--- src/hdl/ssit_pkg.sv ---
// Shared constants, codes and structs for the sorted stream id table.
// Used by ssit_cell and sorted_stream_id_table_unit; depends on nothing.
`default_nettype none
package ssit_pkg;

  // Table geometry
  localparam int CAPACITY    = 64;
  localparam int HANDLE_BITS = 16;
  localparam int ID_BITS     = 31;
  localparam int CNT_BITS    = $clog2(CAPACITY + 1);
  localparam int ENTRY_COUNT_BITS = 7;

  // Request commands
  typedef enum logic [1:0] {
    CMD_ADD    = 2'd0,
    CMD_LOOKUP = 2'd1,
    CMD_REMOVE = 2'd2,
    CMD_CLEAR  = 2'd3
  } cmd_t;

  // Result status codes
  typedef enum logic [1:0] {
    STS_DONE = 2'd0,
    STS_DUP  = 2'd1,
    STS_FULL = 2'd2,
    STS_MISS = 2'd3
  } status_t;

  // Controller states
  typedef enum logic {
    ST_IDLE = 1'b0,
    ST_UPD  = 1'b1
  } state_t;

  // Where a cell takes its next contents from
  typedef enum logic [1:0] {
    SEL_KEEP  = 2'd0,
    SEL_NEW   = 2'd1,
    SEL_LEFT  = 2'd2,
    SEL_RIGHT = 2'd3
  } cell_sel_t;

  // Controller to cell
  typedef struct packed {
    logic      cmp_en;
    logic      occ;
    cell_sel_t sel;
  } cell_ctrl_t;

  // Cell to controller, registered compare results
  typedef struct packed {
    logic lt;
    logic eq;
    logic hm;
  } cell_flags_t;

endpackage
`default_nettype wire

--- src/hdl/ssit_cell.sv ---
// One table slot: holds a (stream id, handle) entry and its compare flags.
// Depends on ssit_pkg; neighbors are wired by the top level.
`default_nettype none
module ssit_cell (
  input  wire logic                            clk,
  input  wire logic                            rst_n,
  input  wire ssit_pkg::cell_ctrl_t            ctrl,
  input  wire logic [ssit_pkg::ID_BITS-1:0]     cmp_id,
  input  wire logic [ssit_pkg::HANDLE_BITS-1:0] cmp_hdl,
  input  wire logic [ssit_pkg::ID_BITS-1:0]     new_id,
  input  wire logic [ssit_pkg::HANDLE_BITS-1:0] new_hdl,
  input  wire logic [ssit_pkg::ID_BITS-1:0]     left_id,
  input  wire logic [ssit_pkg::HANDLE_BITS-1:0] left_hdl,
  input  wire logic [ssit_pkg::ID_BITS-1:0]     right_id,
  input  wire logic [ssit_pkg::HANDLE_BITS-1:0] right_hdl,
  output logic [ssit_pkg::ID_BITS-1:0]          id_o,
  output logic [ssit_pkg::HANDLE_BITS-1:0]      hdl_o,
  output ssit_pkg::cell_flags_t                 flags_o
);

  logic [ssit_pkg::ID_BITS-1:0]     id_r, id_nxt;
  logic [ssit_pkg::HANDLE_BITS-1:0] hdl_r, hdl_nxt;
  ssit_pkg::cell_flags_t            flags_r, flags_nxt;

  // compare against the incoming request, only occupied slots count
  always_comb begin
    flags_nxt = flags_r;
    if (ctrl.cmp_en) begin
      flags_nxt.lt = ctrl.occ && (id_r < cmp_id);
      flags_nxt.eq = ctrl.occ && (id_r == cmp_id);
      flags_nxt.hm = ctrl.occ && (hdl_r == cmp_hdl);
    end
  end

  // shift / load select
  always_comb begin
    case (ctrl.sel)
      ssit_pkg::SEL_KEEP: begin
        id_nxt  = id_r;
        hdl_nxt = hdl_r;
      end
      ssit_pkg::SEL_NEW: begin
        id_nxt  = new_id;
        hdl_nxt = new_hdl;
      end
      ssit_pkg::SEL_LEFT: begin
        id_nxt  = left_id;
        hdl_nxt = left_hdl;
      end
      ssit_pkg::SEL_RIGHT: begin
        id_nxt  = right_id;
        hdl_nxt = right_hdl;
      end
      default: begin
        id_nxt  = id_r;
        hdl_nxt = hdl_r;
      end
    endcase
  end

  // entry payload, no reset
  always_ff @(posedge clk) begin
    id_r  <= id_nxt;
    hdl_r <= hdl_nxt;
  end

  always_ff @(posedge clk) begin
    if (!rst_n) begin
      flags_r <= '0;
    end else begin
      flags_r <= flags_nxt;
    end
  end

  assign id_o    = id_r;
  assign hdl_o   = hdl_r;
  assign flags_o = flags_r;

endmodule
`default_nettype wire

--- config.mk ---
export PLATFORM = sky130hd
export DESIGN_NAME = ssit_cell
export DESIGN_NICKNAME = d
export VERILOG_FILES = /design/src/hdl/ssit_pkg.sv /design/src/hdl/ssit_cell.sv
export SDC_FILE = /design/constraint.sdc
export NUM_CORES = 1
export LEC_CHECK = 0
export BUFFER_PORTS_ARGS = -buffer_cell sky130_fd_sc_hd__buf_2
export CAP_MARGIN = 30
export CORE_AREA = 2 2 99 92
export CTS_CLUSTER_SIZE = 20
export DETAILED_ROUTE_END_ITERATION = 7
export DIE_AREA = 0 0 101 94
export PLACE_DENSITY_LB_ADDON = 0.12
export RECOVER_POWER = 100
export SYNTH_ARGS = -nofsm -noshare
export SYNTH_HDL_FRONTEND = slang
export SYNTH_SLANG_ARGS = --single-unit
--- constraint.sdc ---
create_clock -name clk -period 2.05 [get_ports clk]
set_input_delay 0.3075 -clock clk [delete_from_list [all_inputs] [get_ports clk]]
set_output_delay 0.3075 -clock clk [all_outputs]
set_load 0.005 [all_outputs]
==> results.py, run 1 <==
metrics = {
    "outcome": {
        "status": "finished clean",
    },
    "route": {
        "drc_errors": 0,
        "wl_per_cell_um": 14.1,
        "routed-via-count": 3390,
        "first_pass_iters": 5,
        "drt_wl_total_mm": 9.71,
        "vias_per_cell": 4.93,
        "ant_nets": 0,
        "drt_iter0_drc": 86,
    },
    "timing": {
        "min_period_ns": 1.85,
        "fmax_mhz": 541,
        "slew_violations": 0,
        "max-slew-margin-rel": 0.00575,
        "finClkSkew_ns": 0.00788,
        "timing.hold.ws_ns": 0.243,
        "rsz0062_at_grt": "false",
        "tns_ns": 0,
        "setup_violations": 0,
        "fin_crit_sh": 0.902,
        "tightestPinTransition_ns": 1.49,
        "hold_violations": 0,
    },
    "clocking": {
        "path_clk_slew_ns": 0.09,
        "cts-root-buf": "clkbuf_8",
        "cts_sinks": 50,
        "cts_buffer_depth": 2,
        "cts_setup_buffers": 0,
        "cts_inserted_buffers": 5,
        "htree_levels": 2,
        "tritoncts": "yes",
        "insertion_delay_ns": 0.29,
        "cts_hold_buf": 0,
        "postCtsResizedCells": 0,
    },
    "die": {
        "rows": 32,
        "die_h_um": 94,
        "boundaryPins": 244,
        "initial_core_util": 0.412,
        "fp.dieW_um": 101,
        "core-area_sq_um": 8410,
        "die-area_sq_um": 9490,
    },
    "grt": {
        "antenna_found_initial": 0,
        "grt-ovfl-total": 0,
        "grt_pass1_wl_mm": 14.8,
        "grt_pass1_vias": 3202,
        "grt_max_degree": 95,
        "groute.usage.overall": 0.198,
    },
    "placed_design": {
        "place_hpwl_mm": 7.98,
        "place.gp.congestion": 0.822,
        "io_buffers": 243,
        "dpl_cell_area_sq_um": 4770,
        "dp_cells": 680,
    },
    "power_and_ir_drop": {
        "p_leak_uw": 0.00244,
        "power.density_nw_per_um2": 548,
        "ir_drop_uv": 225,
    },
    "synthesis": {
        "syn_inst": 349,
        "syn-cell-area_sq_um": 3460,
        "synth_fp_nets": 574,
        "muxShareOfSynthArea": 0.136,
        "synth-compound-area-share": 0.120,
        "synthSimpleGateAreaFrac": 0.108,
        "synth_edf_count": 47,
        "yosysWarnings": 0,
        "synth_fa_ha_area_frac": 0.112,
        "synth_xor_area_frac": 0.0405,
        "async_reset_ff_frac": 0,
        "avgSynthCellArea_sq_um": 9.92,
        "synth_seq_cells": 50,
        "synth.distinct_cells": 32,
        "synth_top_family_by_area": "multiplexers",
        "synth_top_flop_cell": "edfxtp_1",
        "synth-seq-area-share": 0.425,
    },
    "critical_path": {
        "critPathArrivalTime_ns": 2.04,
        "crit_path_start_kind": "register",
        "cp.required_ns": 2.24,
        "path_class": "register to register",
        "end_kind": "register",
        "crit_fanout": 3,
    },
    "final_layout": {
        "final_common_cell": "buf_2",
        "area_growth_pct": 38.9,
        "layout_common_cells": "buf_2, a21oi_1, nor2_1, mux2i_1, edfxtp_1",
        "final_area_sq_um": 4810,
        "diodes": 0,
        "fin_nets": 810,
        "fillers": 793,
        "drive_above_1_share": 0.379,
        "final_cells": 688,
        "fin_util": 0.572,
    },
    "flow_run": {
        "cap_violations": 0,
    },
    "hold_path": {
        "hp-class": "input port to register",
    },
}
==> state kept, by name, indices dropped and copies added, names as in the netlist <==
signal and cells:
id_o 31, flags_o 3, hdl_o 16
==> layout make-up <==
| cell class | instances | area, sq um | area share |
|---|---|---|---|
| Multi-Input combinational cell | 250 | 1780 | 0.371 |
| Sequential cell | 50 | 1470 | 0.306 |
| Timing Repair Buffer | 246 | 1220 | 0.254 |
| Tap cell | 102 | 128 | 0.0265 |
| Inverter | 32 | 120 | 0.0250 |
| Clock buffer | 6 | 72.6 | 0.0151 |
| Clock inverter | 2 | 8.76 | 0.00182 |
==> per-stage QoR <==
step / setup WS [ns] / total power [uW]
6_report: 0.202 / 2640
3_3_place_gp: 0.266 / 2110
4_1_cts: 0.201 / 2690
3_5_place_dp: 0.207 / 2140
2_1_floorplan: 0.196 / 1740
5_1_grt: 0.0600 / 2830
==> logic make-up (layout without fill, tap and decap cells) <==
group | after synthesis | count (layout)
DFF | 50 | 50
adders and majority gates | 31 | 31
muxes | 47 | 47
AOI/OAI and AO/OA | 73 | 73
xor gates and xnor gates | 16 | 16
buffers and inverters | 49 | 286
and+or+nand+nor | 83 | 83
==> metal layers <==
layer	wire, um	GRT usage
met5	0	0
met4	89	0.0450
met3	760	0.0513
met2	4900	0.355
met1	3960	0.238
==> cell usage after synthesis (all sizes together), types with 2 or more instances <==
cell / count / area, sq um
nor4: 4 / 25.0
nor2: 49 / 184
mux2i: 47 / 470
nand4: 8 / 50.1
dfxtp: 3 / 60.1
xor2: 16 / 140
o21ai: 5 / 25.0
inv: 32 / 120
a21oi: 59 / 295
edfxtp: 47 / 1410
clkbuf: 7 / 26.3
nand2: 8 / 30.0
nor3: 4 / 25.0
a21o: 3 / 22.5
ha: 31 / 388
nand2b: 2 / 12.5
nand3: 3 / 15.0
buf: 10 / 53.8
==> critical path: stages (launching register included) <==
cell and delay (ns):
edfxtp_1 0.42, ha_1 0.33, nand4_1 0.17, nor3_1 0.28
o21ai_0 0.11, o211a_1 0.22, o221a_1 0.21
==> final timing paths <==
check | startpoint | end | slack [ns] | depth (start not counted)
worst min register to register | flags_o[1] | flags_o[1] | 0.48 | 2
worst min-delay path | rst_n | flags_o[0] | 0.24 | 2
worst max-delay path | id_o[14] | flags_o[2] | 0.20 | 6
worst max register to register | id_o[14] | flags_o[2] | 0.20 | 6
==> power by group <==
part,internal [uW],leakage (uW),total [uW],switching [uW]
clock network,235,0.0000426,542,307
logic,392,0.00190,771,379
registers,1250,0.000498,1320,68.8
total,1880,0.00244,2640,755
Power figures use the tool's default switching activity.
==> inputs of run 2 (changes only) <==
- SETUP_SLACK_MARGIN: not set -> 0.5
==> results.py, run 2 (synthesis results as in run 1) <==
metrics = {
    "die": {
        "core-area_sq_um": 8410,
        "die-area_sq_um": 9490,
        "rows": 32,
        "boundaryPins": 244,
        "die_h_um": 94,
        "fp.dieW_um": 101,
        "initial_core_util": 0.412,
    },
    "clocking": {
        "insertion_delay_ns": 0.30,
        "cts-root-buf": "clkbuf_8",
        "tritoncts": "yes",
        "cts_sinks": 50,
        "path_clk_slew_ns": 0.09,
        "htree_levels": 2,
        "cts_hold_buf": 0,
        "cts_inserted_buffers": 5,
        "cts_buffer_depth": 2,
    },
    "final_layout": {
        "final_area_sq_um": 4860,
        "area_growth_pct": 40.4,
        "drive_above_1_share": 0.381,
        "largest_register_ff_count": 31,
        "final_common_cell": "buf_2",
        "layout_common_cells": "buf_2, a21oi_1, nor2_1, mux2i_1, edfxtp_1",
        "fillers": 807,
        "fin_nets": 813,
        "diodes": 0,
    },
    "grt": {
        "antenna_found_initial": 0,
        "grt_pass1_vias": 3268,
        "groute.usage.overall": 0.195,
        "grt_pass1_wl_mm": 14.5,
        "grt_max_degree": 95,
        "grt-ovfl-total": 0,
    },
    "timing": {
        "fmax_mhz": 539,
        "slew_violations": 0,
        "tns_ns": 0,
        "max-slew-margin-rel": 0.188,
        "tightestPinTransition_ns": 1.22,
        "setup_violations": 0,
        "hold_violations": 0,
        "rsz0062_at_grt": "true",
        "finClkSkew_ns": 0.00590,
        "fin_crit_sh": 0.904,
        "min_period_ns": 1.85,
    },
    "hold_path": {
        "hold_start": "rst_n",
        "worstHoldPathCells": 2,
        "min_to": "flags_o[0]",
        "hp-class": "input port to register",
    },
    "outcome": {
        "status": "finished clean",
    },
    "route": {
        "drc_errors": 0,
        "drt_iter0_drc": 80,
        "ant_nets": 0,
        "drt_wl_total_mm": 9.84,
        "first_pass_iters": 4,
        "vias_per_cell": 4.86,
        "wl_per_cell_um": 14.3,
        "routed-via-count": 3354,
    },
    "critical_path": {
        "reg2reg_from": "id_o[12]",
        "end_kind": "register",
        "crit_fanout": 2,
        "critPathSlowestCell": "edfxtp_1",
        "cp.required_ns": 2.24,
        "crit_path_start_kind": "register",
        "ff2ff_setup_slack_ns": 0.20,
        "critPathArrivalTime_ns": 2.05,
        "path_cells": "ha_4, nand4_1, nor3_1, o21ai_0, o211a_1, o221a_1",
        "critPathMaxStageDelay_ns": 0.45,
        "r2r-end": "flags_o[2]",
        "reg2regPathDepth": 6,
        "path_class": "register to register",
    },
    "power_and_ir_drop": {
        "power.density_nw_per_um2": 571,
        "p_leak_uw": 0.00245,
        "ir_drop_uv": 277,
    },
    "flow_run": {
        "cap_violations": 0,
    },
    "placed_design": {
        "place.gp.congestion": 0.809,
        "dpl_cell_area_sq_um": 4810,
        "io_buffers": 243,
        "place_hpwl_mm": 8.20,
    },
}
[run 2: changes by cell type in the layout (fill, tap and decap cells not counted), sizes merged]
cell	previous run	this run
clkbuf	37	41
buf	215	213
bufinv	0	1
clkinv	2	1
[run 2: metal layers]
metal,global-route usage,share of wire
met1,0.226,0.42
met2,0.363,0.50
met3,0.0387,0.065
met4,0.0529,0.017
met5,0,0
[run 2: metrics by stage]
step                      instances  total power (uW)  setup WS [ns]  hold WS [ns]  utilization
after floorplan                 349              1750          0.496         0.429            -
after global placement          682              2130          0.268         0.467        0.573
after detailed placement        682              2150          0.250         0.475        0.573
after CTS                       689              2830          0.287         0.244        0.586
after global routing            690              2940          0.116         0.253        0.578
final                           690              2770          0.196         0.253        0.578
[run 2: layout make-up]
type | count | area [sq um] | share of cell area
multi-input combinational | 250 | 1810 | 0.373
sequential | 50 | 1470 | 0.303
timing repair buffer | 249 | 1220 | 0.252
tap | 102 | 128 | 0.0263
inverter | 32 | 120 | 0.0247
clock buffer | 5 | 68.8 | 0.0142
clock inverter | 2 | 33.8 | 0.00695
[run 2: power by group]
part	leakage (uW)	internal [uW]	switching (uW)
Sequential	0.000498	1250	71.2
Clock	0.0000517	353	315
Combinational	0.00190	396	383
[run 2: worst max-delay path, delay by kind of cell, from the launching register on]
kind	cells	cell delay, ns
compound gates	3	0.54
simple gates	2	0.45
flops	1	0.45
fa+ha+maj	1	0.30
[run 2: worst max-delay path by stage]
| stage | startpoint | to | slack, ns | cells after the start |
|---|---|---|---|---|
| 2_1_floorplan | id_o[28] | flags_o[2] | 0.50 | 5 |
| 4_1_cts | id_o[13] | flags_o[2] | 0.29 | 6 |
| 3_3_place_gp | cmp_id[6] | flags_o[2] | 0.27 | 8 |
| 5_1_grt | ctrl[0] | id_o[23] | 0.12 | 3 |
| 3_5_place_dp | cmp_id[12] | flags_o[2] | 0.25 | 8 |
| 6_report | id_o[12] | flags_o[2] | 0.20 | 6 |
[run 2: timing repair]
item | CTS | global route
gates resized for setup | 2 | 3
pin swaps | 2 | 1
endpoints found under the setup margin | 3 | 3
buffers inserted | 0 | 1
